$ cat config.mk
export PLATFORM = sky130hd
export DESIGN_NAME = conv3_ctrl
export DESIGN_NICKNAME = d
export VERILOG_FILES = /design/src/design/conv3_pkg.sv /design/src/design/conv3_ctrl.sv
export SDC_FILE = /design/constraint.sdc
export NUM_CORES = 1
export LEC_CHECK = 0
export BUFFER_PORTS_ARGS = -buffer_cell sky130_fd_sc_hd__buf_4
export CORE_AREA = 2 2 39 41
export CTS_CLUSTER_DIAMETER = 40
export DETAILED_ROUTE_END_ITERATION = 10
export DIE_AREA = 0 0 41 43
export PLACE_DENSITY_LB_ADDON = 0.1
export SLEW_MARGIN = 20
export SYNTH_ARGS = -nofsm -noshare
export SYNTH_HDL_FRONTEND = slang
export SYNTH_SLANG_ARGS = --single-unit
$ cat constraint.sdc
create_clock -name clk_i -period 1.8 [get_ports clk_i]
set_input_delay 0.36 -clock clk_i [delete_from_list [all_inputs] [get_ports clk_i]]
set_output_delay 0.36 -clock clk_i [all_outputs]
set_load 0.01 [all_outputs]
$ cat src/design/conv3_pkg.sv
`timescale 1ns / 1ps

package conv3_pkg;

  // Frame limits and coefficient format.
  localparam int MAX_W      = 2048;
  localparam int MAX_H      = 2048;
  localparam int COEFF_BITS = 8;

  // Field and counter widths.
  localparam int ADDR_W = $clog2(MAX_W);
  localparam int DIM_W  = 12;
  localparam int CNT_W  = 23;
  localparam int ACC_W  = 20;
  localparam int MAG_W  = 19;
  localparam int DIV_W  = 12;
  localparam int OFF_W  = 9;
  localparam int CFG_W  = 24;
  localparam int IDX_W  = 3;
  localparam int TAP_W  = 4;
  localparam int DCNT_W = 5;

  localparam int NUM_TAPS  = 9;
  localparam int DIV_STEPS = MAG_W;

  // Register indexes of the configuration port.
  localparam logic [IDX_W-1:0] REG_K_TOP    = 3'd0;
  localparam logic [IDX_W-1:0] REG_K_MID    = 3'd1;
  localparam logic [IDX_W-1:0] REG_K_BOT    = 3'd2;
  localparam logic [IDX_W-1:0] REG_DIVISOR  = 3'd3;
  localparam logic [IDX_W-1:0] REG_OFFSET   = 3'd4;
  localparam logic [IDX_W-1:0] REG_WIDTH    = 3'd5;
  localparam logic [IDX_W-1:0] REG_HEIGHT   = 3'd6;

  typedef logic [23:0] pixel_t;
  typedef logic signed [8:0] coeff_t;

  typedef enum logic [2:0] {
    ST_IDLE,
    ST_ADJ,
    ST_DEC,
    ST_SHIFT,
    ST_MAC,
    ST_DINIT,
    ST_DIV,
    ST_FIN
  } conv3_state_e;

  // Commands from the controller to the datapath.
  typedef struct packed {
    logic capture;
    logic adjust;
    logic mem_rd;
    logic shift;
    logic mac_step;
    logic div_init;
    logic div_step;
    logic finish;
  } conv3_cmd_t;

  // Status from the datapath to the controller.
  typedef struct packed {
    logic skip;
    logic emit;
    logic mac_last;
    logic div_last;
    logic out_free;
  } conv3_sts_t;

  // Window column of a tap; taps run column by column, top row first.
  function automatic logic [1:0] tap_col(input logic [TAP_W-1:0] t);
    logic [1:0] c;
    case (t)
      4'd0, 4'd1, 4'd2: c = 2'd0;
      4'd3, 4'd4, 4'd5: c = 2'd1;
      default:          c = 2'd2;
    endcase
    return c;
  endfunction

  // Window row of a tap.
  function automatic logic [1:0] tap_row(input logic [TAP_W-1:0] t);
    logic [1:0] r;
    case (t)
      4'd0, 4'd3, 4'd6: r = 2'd0;
      4'd1, 4'd4, 4'd7: r = 2'd1;
      default:          r = 2'd2;
    endcase
    return r;
  endfunction

  // Signed coefficient from the low bits of one byte of a kernel row.
  function automatic coeff_t get_coeff(input logic [CFG_W-1:0] krow, input logic [1:0] kc);
    logic [7:0] b;
    case (kc)
      2'd0:    b = krow[7:0];
      2'd1:    b = krow[15:8];
      default: b = krow[23:16];
    endcase
    return coeff_t'($signed(b[COEFF_BITS-1:0]));
  endfunction

endpackage

$ cat src/design/conv3_ctrl.sv
`timescale 1ns / 1ps

module conv3_ctrl import conv3_pkg::*; (
  input  logic       clk_i,
  input  logic       rst_ni,
  input  logic       in_valid_i,
  output logic       in_ready_o,
  input  conv3_sts_t sts_i,
  output conv3_cmd_t cmd_o
);

  conv3_state_e state_q, state_d;

  // State register.
  always_ff @(posedge clk_i or negedge rst_ni) begin
    if (!rst_ni) begin
      state_q <= ST_IDLE;
    end else begin
      state_q <= state_d;
    end
  end

  // Next state and commands.
  always_comb begin
    state_d    = state_q;
    cmd_o      = '0;
    in_ready_o = 1'b0;
    case (state_q)
      ST_IDLE: begin
        in_ready_o = 1'b1;
        if (in_valid_i) begin
          cmd_o.capture = 1'b1;
          state_d       = ST_ADJ;
        end
      end
      ST_ADJ: begin
        cmd_o.adjust = 1'b1;
        state_d      = ST_DEC;
      end
      ST_DEC: begin
        if (sts_i.skip) begin
          state_d = ST_IDLE;
        end else begin
          cmd_o.mem_rd = 1'b1;
          state_d      = ST_SHIFT;
        end
      end
      ST_SHIFT: begin
        cmd_o.shift = 1'b1;
        state_d     = sts_i.emit ? ST_MAC : ST_IDLE;
      end
      ST_MAC: begin
        cmd_o.mac_step = 1'b1;
        if (sts_i.mac_last) begin
          state_d = ST_DINIT;
        end
      end
      ST_DINIT: begin
        cmd_o.div_init = 1'b1;
        state_d        = ST_DIV;
      end
      ST_DIV: begin
        cmd_o.div_step = 1'b1;
        if (sts_i.div_last) begin
          state_d = ST_FIN;
        end
      end
      ST_FIN: begin
        if (sts_i.out_free) begin
          cmd_o.finish = 1'b1;
          state_d      = ST_IDLE;
        end
      end
      default: begin
        state_d = ST_IDLE;
      end
    endcase
  end

endmodule

* Yosys cells after proc, flatten, opt, wreduce, memory -nomap -nowiden
Cells that the tools add are included.
** Storage, ports and cells
- Register bits after elaboration :: 3
- Input bits :: 8
- Output and inout bits :: 9
- Logic and storage cells :: 33
** Operators by class
- Equality and inequality tests :: 11
- Mux-type cells :: 19
- Reduce and logical (&&, ||, !) cells :: 2
** Operators with widths (count)
- 3-bit one-hot mux with 8 select lines :: 1
- 3-bit two-way mux :: 5
- 3-bit equality test, second input constant :: 4
- 1-bit two-way mux :: 12
- 2-bit != test, second input constant :: 4
- 3-bit by 2-bit equality test with 1-bit output, second input constant :: 2
- 4-bit AND reduction :: 1
- 3-bit by 1-bit equality test with 1-bit output, second input constant :: 1
- 3-bit logical NOT :: 1
- 2-bit two-way mux :: 1

* Depth between registers and ports, before layout
Gate-level depths: netlist of run 1.
- Word-level depth :: 3
- Depth in mapped cells :: 4
- Mapped depth without buffers :: 3

* Least setup slack after synthesis of run 1
OpenSTA, ideal clock, no wires.
- Kind :: flip-flop to output port
- Start :: register state_q[2]
- End :: output port cmd_o[7] in the netlist's numbering
- Arrival time :: 912 ps
- Data required time :: 1440 ps
- Path slack :: 528 ps
- Cell stages (with the launch flop) :: 4
- Path buffers :: 1
- Cell sequence :: dfrtp_1 buf_4 nor3_4 and2_1
** RTL lines
- start: declaration :: RTL line conv3_ctrl.sv:12 : conv3_state_e state_q, state_d;
- start signal: assignment :: RTL line conv3_ctrl.sv:19 : state_q <= state_d;
- end: declaration :: RTL line conv3_ctrl.sv:9 : output conv3_cmd_t cmd_o

==> results of run 1 <==
final cells by class:
type                       count  share of cell area
inverter                       1            0.009202
timing repair buffer          17              0.3190
tap                           16             0.04908
multi-input combinational     24              0.3712
sequential                     3              0.1871
clock buffer                   4             0.06442
placed cells by master (no fill, tap or decap):
| master | count |
|---|---|
| and2_1 | 2 |
| dfrtp_1 | 2 |
| nand2_1 | 4 |
| nor2_1 | 5 |
| buf_4 | 16 |
| o21ai_0 | 2 |
| inv_1 | 1 |
| nor3b_4 | 1 |
| nand3_1 | 1 |
| clkbuf_4 | 3 |
| nor3_4 | 1 |
| and2b_1 | 1 |
| o211ai_1 | 1 |
| nor2b_1 | 1 |
| nor3b_1 | 1 |
| nor3_1 | 1 |
| dfrtp_2 | 1 |
| a31oi_1 | 1 |
| dlygate4sd3_1 | 1 |
| o2111ai_1 | 1 |
| clkbuf_1 | 1 |
| nor2_2 | 1 |
critical path: stages (launching register included):
cell,delay (ps)
dfrtp_1,570
inv_1,120
nor3b_1,200
buf_4,150
metal layers:
metal,track usage,vias to the layer above
li1,-,141
met1,0.1133,123
met2,0.1438,9
met3,0.02094,0
met4,0.1200,0
met5,0,-
power groups by stage:
| stage | Clock, W | Combinational (W) | Sequential, W |
|---|---|---|---|
| after global placement | 0 | 0.000312 | 0.000216 |
| after floorplan | 0 | 0.000320 | 0.000112 |
| after detailed placement | 0 | 0.000313 | 0.000218 |
| after global routing | 0.000130 | 0.000346 | 0.000233 |
| final | 0.000119 | 0.000310 | 0.000216 |
| after CTS | 0.000126 | 0.000316 | 0.000217 |
how the worst max path moves through the flow:
stage	slack [ps]	end	start	depth (start not counted)
floorplan	530	cmd_o[7]	state_q[2]	3
global placement	390	cmd_o[5]	state_q[1]	3
detailed placement	340	cmd_o[5]	state_q[1]	3
CTS	80	cmd_o[5]	state_q[1]	3
global route	30	cmd_o[2]	state_q[0]	3
finish	160	cmd_o[2]	state_q[0]	3
logic make-up after synthesis:
family	count (synthesis)
buffers and inverters	4
AOI/OAI and AO/OA	5
and+or+nand+nor	19
DFF	3
cell usage after synthesis (all sizes together):
master   instances  area (µm²)
o21ai            2       10.01
nor2b            1       6.260
and2b            1       7.510
nor3             2       21.27
nor3b            2       26.28
nand3            1       5.000
a31oi            1       6.260
inv              1       3.750
nor2             6       25.03
buf              3       26.27
nand2            4       15.01
o2111ai          1       8.760
dfrtp            3       75.07
o211ai           1       7.510
and2             2       12.51
metrics by stage:
stage	area (µm²)	hold slack, ps	total power, W
after floorplan	256.5	64.41	0.0004319
after global placement	370.4	148.7	0.0005276
after detailed placement	370.4	149.3	0.0005303
after CTS	406.6	336.5	0.0006582
after global routing	407.9	361.5	0.0007096
final	407.9	341.5	0.0006454
repair_timing:
item | 4_1_cts | 5_1_grt
setup endpoints to repair | 0 | 1
endpoints found under the hold margin | 3 | 0
resized for setup | 0 | 1
hold buffers | 1 | 0
==> results.cfg, run 1 <==
[outcome]
status = finished, final reports clean

[yosys]
synthAdderAreaFrac = 0
synthesis.area_um2 = 256.5
synthXorXnorAreaFrac = 0
syn-num-nets = 39
synth-seq-cells = 3
synth_compound_area_frac = 0.1268
synth.area.mux_share = 0
syn_inst = 31
avgSynthCellArea_um2 = 8.274
synth_top_family_by_area = simple AND/OR/NAND/NOR gates
yosysSeqAreaShare = 0.2927
synth-simple-area-share = 0.4634
synth_cell_type_count = 19
synth_warnings = 0

[global_route]
grt_pass1_vias = 283
grt_pass1_wl_um = 1152
grt.total_usage = 0.1036
grt_max_degree = 13
antenna_found_initial = 0
globalRoute.totalOverflow = 0

[finish]
largest_register = state_q
syn2layout_area_growth_pct = 59.02
fin_cells = 65
layout.nets = 58
largest_reg_flops = 3
reg.largest.list = state_q x3
multiInputGateArea_um2 = 151.4
drive_gt1_frac = 0.4694
register_area_um2 = 76.32
antenna_cells = 0
final_util = 0.2948
nFillCells = 151

[sta]
finalSetupViolations = 0
skew_ps = 2.493
worst_pin_slew_ps = 390.4
fin_crit_sh = 0.9103
period_needed_ps = 1639
slew_headroom = 0.7397
rsz0062_at_grt = false
setup-tns-final_ps = 0
setup_slack_ps = 161.5
hold_viol = 0
drv_slew = 0
fmax_mhz = 610.3

[die]
core_area_mm2 = 0.001384
io_pins = 17
die_area_mm2 = 0.001763
die_height_um = 43
row_count = 14
die_width_um = 41
start_util = 0.1854

[pwr]
p_seq_frac = 0.334
p_leak_nw = 0.1909
pwr-share-clk = 0.185
p_comb_frac = 0.481
p_sw_w = 0.0002813
p_int_w = 0.0003641
power_density_mw_per_mm2 = 1582
peakVddDrop_mv = 0.5315
switching_share = 0.4358

[setup_path]
r2r_setup_slack_ps = 680
worstSetupStartpointType = register
crit_type = register to primary output
cp.required_ps = 1440
end_kind = primary output
arrival_ps = 1280
cp_max_fo = 10
r2r-start = state_q[1]
r2r_cells = 3
r2r_end = state_q[0]

[clock_network]
clk_path_buf_depth = 2
cts_tree = built
htreeDepth = 1
cts_buffers = 3
clock-sinks = 3
cts_setup_buffers = 0
clock_latency_ps = 230
root_buffer = clkbuf_4
clk_pin_slew_worst_paths_ps = 40

[placed_design]
dp_hpwl_um = 493.6
placedCellCount = 60
port_buffers = 16
place_congestion = 0.7025
post-place-ws_ps = 336.0

[routing]
drt.antenna.violating_nets = 0
wl_per_cell_um = 10.15
routed.top_layer = met3
drc_errors = 0
wl_met2_um = 367
finalWirelength_um = 660
wl_met1_um = 259
dr.pass1.iters = 4
viasPerCell = 4.200
vias = 273
dr_wl_met3_um = 33
drt_iter0_drc = 2

[hold_path]
holdPathStages = 3
hp-class = input pin to register
hold_start = sts_i[2]
min_to = state_q[0]

[run]
cap_viol_max_count = 0
Note: power is estimated with default switching activity, not from simulation.
==> inputs of run 2 (changes only) <==
- BUFFER_PORTS_ARGS: -buffer_cell sky130_fd_sc_hd__buf_4 -> -buffer_cell sky130_fd_sc_hd__buf_2
==> run 2 against run 1 <==
Critical path type unchanged. Flip-flop and latch count did not move. Sequential power barely moved. Clock power barely moved. Final cell count did not move.
==> results.cfg, run 2 (same netlist as run 1, synthesis figures left out) <==
[finish]
antenna_cells = 0
layout_commonest_cell = buf_2
layout.nets = 58
drive_gt1_frac = 0.4490
syn2layout_area_growth_pct = 42.93
fin_cells = 65
final_cell_mix = 16 x buf_2, 5 x nor2_1, 4 x nand2_1
largest_reg_flops = 3
reg.largest.list = state_q x3
largest_register = state_q

[clock_network]
cts-hold-fix-buffers = 1
clock_latency_ps = 230
cts-resized-gates = 0
htreeDepth = 1
clock-sinks = 3
cts_tree = built
clk_path_buf_depth = 2
cts_setup_buffers = 0
root_buffer = clkbuf_4
cts_buffers = 3
clk_pin_slew_worst_paths_ps = 40

[routing]
drc_errors = 0
finalWirelength_um = 648
wl_per_cell_um = 9.969
viasPerCell = 4.138
drt.antenna.violating_nets = 0
drt_iter0_drc = 1
vias = 269
dr.pass1.iters = 2

[run]
cap_viol_max_count = 0

[setup_path]
worstSetupStartpointType = register
crit_start = state_q[1]
cpLargestDelayFamily = flip-flops
cp.required_ps = 1440
cp_slowest_stage_delay_ps = 610
cp_num_buf_inv = 1
end_kind = primary output
cp_max_fo = 12
arrival_ps = 1310
crit_type = register to primary output
r2r-start = state_q[1]
cpMaxStageDelayCell = dfrtp_1
cp_cell_sequence = nor2b_1, and2_1, buf_2

[pwr]
power_density_mw_per_mm2 = 1648
p_leak_nw = 0.1853
peakVddDrop_mv = 0.5391

[sta]
setup-tns-final_ps = 0
hold_viol = 0
finalSetupViolations = 0
skew_ps = 1.745
fin_crit_sh = 0.9266
fmax_mhz = 599.5
period_needed_ps = 1668
drv_slew = 0
rsz0062_at_grt = false
worst_pin_slew_ps = 447.8
slew_headroom = 0.7015

[global_route]
grt.total_usage = 0.09960
globalRoute.totalOverflow = 0
antenna_found_initial = 0
grt_pass1_wl_um = 1062
grt_pass1_vias = 250
grt_max_degree = 13

[hold_path]
hp-class = input pin to register
hold_start = sts_i[2]

[placed_design]
place_congestion = 0.7070
dp_hpwl_um = 467.4
port_buffers = 16
placedCellCount = 60

[die]
die_width_um = 41
io_pins = 17
die_area_mm2 = 0.001763
core_area_mm2 = 0.001384
die_height_um = 43
row_count = 14
start_util = 0.1854

[outcome]
status = finished, final reports clean
-- run 2: cell count changes in the layout (fill, tap and decap cells not counted) --
| cell | change |
|---|---|
| buf_2 | +16 |
| buf_4 | -16 |
| dfrtp_2 | -1 |
| dfrtp_1 | +1 |
-- run 2: worst min-delay path: stages --
cell,delay [ps]
buf_2,70
nand2_1,40
nand3_1,70
-- run 2: area by class of cell --
cell class	instances	area [µm²]
Sequential cell	3	75.07
Multi-Input combinational cell	24	151.4
Fill cell	162	1017
Timing Repair Buffer	17	90.09
Inverter	1	3.754
Clock buffer	4	26.28
Tap cell	16	20.02
-- run 2: through the flow --
step / total power (W) / area, µm² / worst slack, ps / util / hold WS, ps
floorplan: 0.0004319 / 256.5 / 527.7 / - / 64.41
global placement: 0.0004858 / 330.3 / 394.4 / 0.2387 / 154.7
finish: 0.0006043 / 366.6 / 132.1 / 0.2649 / 347.4
detailed placement: 0.0004882 / 330.3 / 369.3 / 0.2387 / 156.2
CTS: 0.0006184 / 366.6 / 109.8 / 0.2649 / 341.1
global route: 0.0006683 / 366.6 / 20.87 / 0.2649 / 352.3
-- run 2: path summary, 6_finish.rpt --
path	to	slack, ps	depth (start not counted)
max in group asynchronous	state_q[1]	1250	2
worst min-delay path	state_q[0]	350	3
worst min register to register	state_q[2]	770	2
worst max-delay path	cmd_o[5]	130	3
min in group asynchronous	state_q[0]	440	2
worst max register to register	state_q[0]	560	3
-- run 2: power by group --
group	leakage, nW	internal (W)	switching, W
logic	0.134	0.000142	0.000128
clock network	0.0150	0.0000832	0.0000365
registers	0.0362	0.0000996	0.000115
total	0.185	0.000325	0.000279
-- run 2: per-layer routing --
layer | vias to the layer above | part of all wire | global-route usage
met5 | - | 0 | 0
met4 | 0 | 0 | 0.1200
met3 | 0 | 0.056 | 0.03665
met2 | 9 | 0.52 | 0.1125
met1 | 120 | 0.43 | 0.1230
li1 | 140 | - | -
==> inputs of run 3 (changes only) <==
- ABC_AREA: not set -> 1
- RECOVER_POWER: not set -> 100
==> run 3 against run 2 <==
Maximum frequency grew 1.0%. Core utilization grew 4.2 points. Sequential share of layout area shrank 2.8 points. Routed wire length grew 24%. Register-to-register slack is essentially flat. Area after synthesis grew 31%. Combinational power grew 26%. Global-route usage grew 1.7 points. Count of clock-buffer cells in the layout is the same. Die area is the same. Critical path type unchanged. Highest routed layer unchanged.
==> results.cfg, run 3 <==
[yosys]
synth_top_family_by_area = simple AND/OR/NAND/NOR gates
syn_inst = 54
synth_warnings = 0
netlist_top_cells_area = dfrtp_1 22%, nand2_1 13%, inv_1 12%, buf_6 10%, nand3_1 9.0%
synth_edf_count = 0
avgSynthCellArea_um2 = 6.210
synth-simple-area-share = 0.4366
synthAdderAreaFrac = 0
ys.flop_type = dfrtp_1
yosysSeqAreaShare = 0.2239
synth_common_cells = 12 x nand2_1, 11 x inv_1, 6 x nand3_1, 5 x o21ai_0, 4 x nor2_1
synth_cell_type_count = 14
synth_top_area_share = 0.2239
synthArstFlopShare = 1.000
synth.area.mux_share = 0
synthesis.area_um2 = 335.3
synthXorXnorAreaFrac = 0
synth_compound_area_frac = 0.07463
synth-seq-cells = 3
yosysMostFrequentCell = nand2_1
yosys.area.top_type = dfrtp_1
syn-num-nets = 62

[sta]
hold_viol = 0
setup-tns-final_ps = 0
fin_crit_sh = 0.9170
skew_ps = 4.097
fin_hold_ws_ps = 417.1
worst_pin_slew_ps = 408.5
finalSetupViolations = 0
slew_headroom = 0.7277
period_needed_ps = 1651
drv_slew = 0
rsz0062_at_grt = false
fmax_mhz = 605.8

[routing]
viasPerCell = 4.159
drc_errors = 0
finalWirelength_um = 803
vias = 366
drt_iter0_drc = 6
dr.pass1.iters = 4
wl_per_cell_um = 9.125
drt.antenna.violating_nets = 0

[finish]
drive_gt1_frac = 0.1806
syn2layout_area_growth_pct = 26.87
largest_reg_flops = 3
layout.nets = 81
reg.largest.list = state_q x3
final_cell_mix = 12 x inv_1, 12 x nand2_1, 11 x clkbuf_1
largest_register = state_q
antenna_cells = 0

[hold_path]
hp-class = input pin to register

[placed_design]
port_buffers = 16
dp_hpwl_um = 619.3
place_congestion = 0.6757

[clock_network]
cts-resized-gates = 0
clock-sinks = 3
clk_pin_slew_worst_paths_ps = 40
cts-hold-fix-buffers = 1
clk_path_buf_depth = 2
cts_setup_buffers = 0
cts_tree = built
clock_latency_ps = 230
cts_buffers = 3
htreeDepth = 1
root_buffer = clkbuf_4

[outcome]
status = finished, final reports clean

[setup_path]
cp.required_ps = 1440
end_kind = primary output
crit_type = register to primary output
cp_num_buf_inv = 1
worstSetupStartpointType = register
arrival_ps = 1290
cp_slowest_stage_delay_ps = 580
cpLargestDelayFamily = flip-flops
cp_max_fo = 9
cpMaxStageDelayCell = dfrtp_1
cp_cell_sequence = nand2_1, nor3_1, clkbuf_1

[global_route]
grt_max_degree = 11
antenna_found_initial = 0
grt_pass1_wl_um = 1380
grt_pass1_vias = 332
grt.total_usage = 0.1162
globalRoute.totalOverflow = 0

[die]
io_pins = 17
die_height_um = 43
die_area_mm2 = 0.001763
row_count = 14
start_util = 0.2423
core_area_mm2 = 0.001384
die_width_um = 41

[pwr]
power_density_mw_per_mm2 = 1560
peakVddDrop_mv = 0.3883
p_leak_nw = 0.2516

[run]
cap_viol_max_count = 0
run 3: cell count changes after synthesis, sizes merged:
cell,previous run,this run
inv,1,14
nand2,4,13
nand3,1,6
o21ai,2,5
and2,2,0
nand4,0,2
nor3b,2,0
a31oi,1,0
and2b,1,0
nand3b,0,1
nor2,6,5
nor2b,1,0
o2111ai,1,0
o211ai,1,0
run 3: power by group:
part | switching (W) | total (W) | internal, W | leakage [nW]
Clock | 0.0000360 | 0.000119 | 0.0000832 | 0.0150
Combinational | 0.000206 | 0.000341 | 0.000134 | 0.199
Sequential | 0.000105 | 0.000204 | 0.0000990 | 0.0375
run 3: final timing paths:
check	slack, ps	end	cells after the start	start
max	150	cmd_o[5]	3	state_q[1]
min	420	state_q[0]	4	sts_i[0]
max reg2reg	550	state_q[2]	5	state_q[1]
min reg2reg	750	state_q[2]	2	state_q[2]
max in group asynchronous	1170	state_q[2]	2	rst_ni
min in group asynchronous	470	state_q[0]	2	rst_ni
run 3: final cells by class:
class | count | area [µm²]
Tap cell | 16 | 20.02
Inverter | 14 | 55.05
Timing Repair Buffer | 17 | 77.57
Fill cell | 172 | 958.4
Multi-Input combinational cell | 34 | 171.4
Clock buffer | 4 | 26.28
Sequential cell | 3 | 75.07
run 3: worst register-to-register path, stage by stage (launching register included):
cell	delay, ps
dfrtp_1	580
nand4_1	180
nand2_1	140
inv_1	80
nand3_1	90
nand2_1	50
run 3: cell families after synthesis:
group                  Yosys count
flip-flops                       3
buffers and inverters           17
AND/OR/NAND/NOR                 29
AO/OA/AOI/OAI                    5
run 3: metal layers:
metal | GRT usage | vias to the layer above | share of wire | wire [µm]
met3 | 0.01571 | 0 | 0.045 | 36
met4 | 0.08000 | 0 | 0 | 0
met5 | 0 | - | 0 | 0
met2 | 0.1625 | 12 | 0.52 | 417
met1 | 0.1565 | 156 | 0.43 | 349
li1 | - | 198 | - | -
run 3: stage by stage:
stage | setup slack, ps | total power, W | utilization | cell area (µm²) | instances
4_1_cts | 135.2 | 0.0006936 | 0.3165 | 437.9 | 88
3_3_place_gp | 388.1 | 0.0005729 | 0.2902 | 401.6 | 83
6_report | 149.3 | 0.0006637 | 0.3074 | 425.4 | 88
3_5_place_dp | 394.0 | 0.0005669 | 0.2902 | 401.6 | 83
5_1_grt | 29.58 | 0.0007507 | 0.3074 | 425.4 | 88
2_1_floorplan | 570.2 | 0.0005119 | - | 335.3 | 54
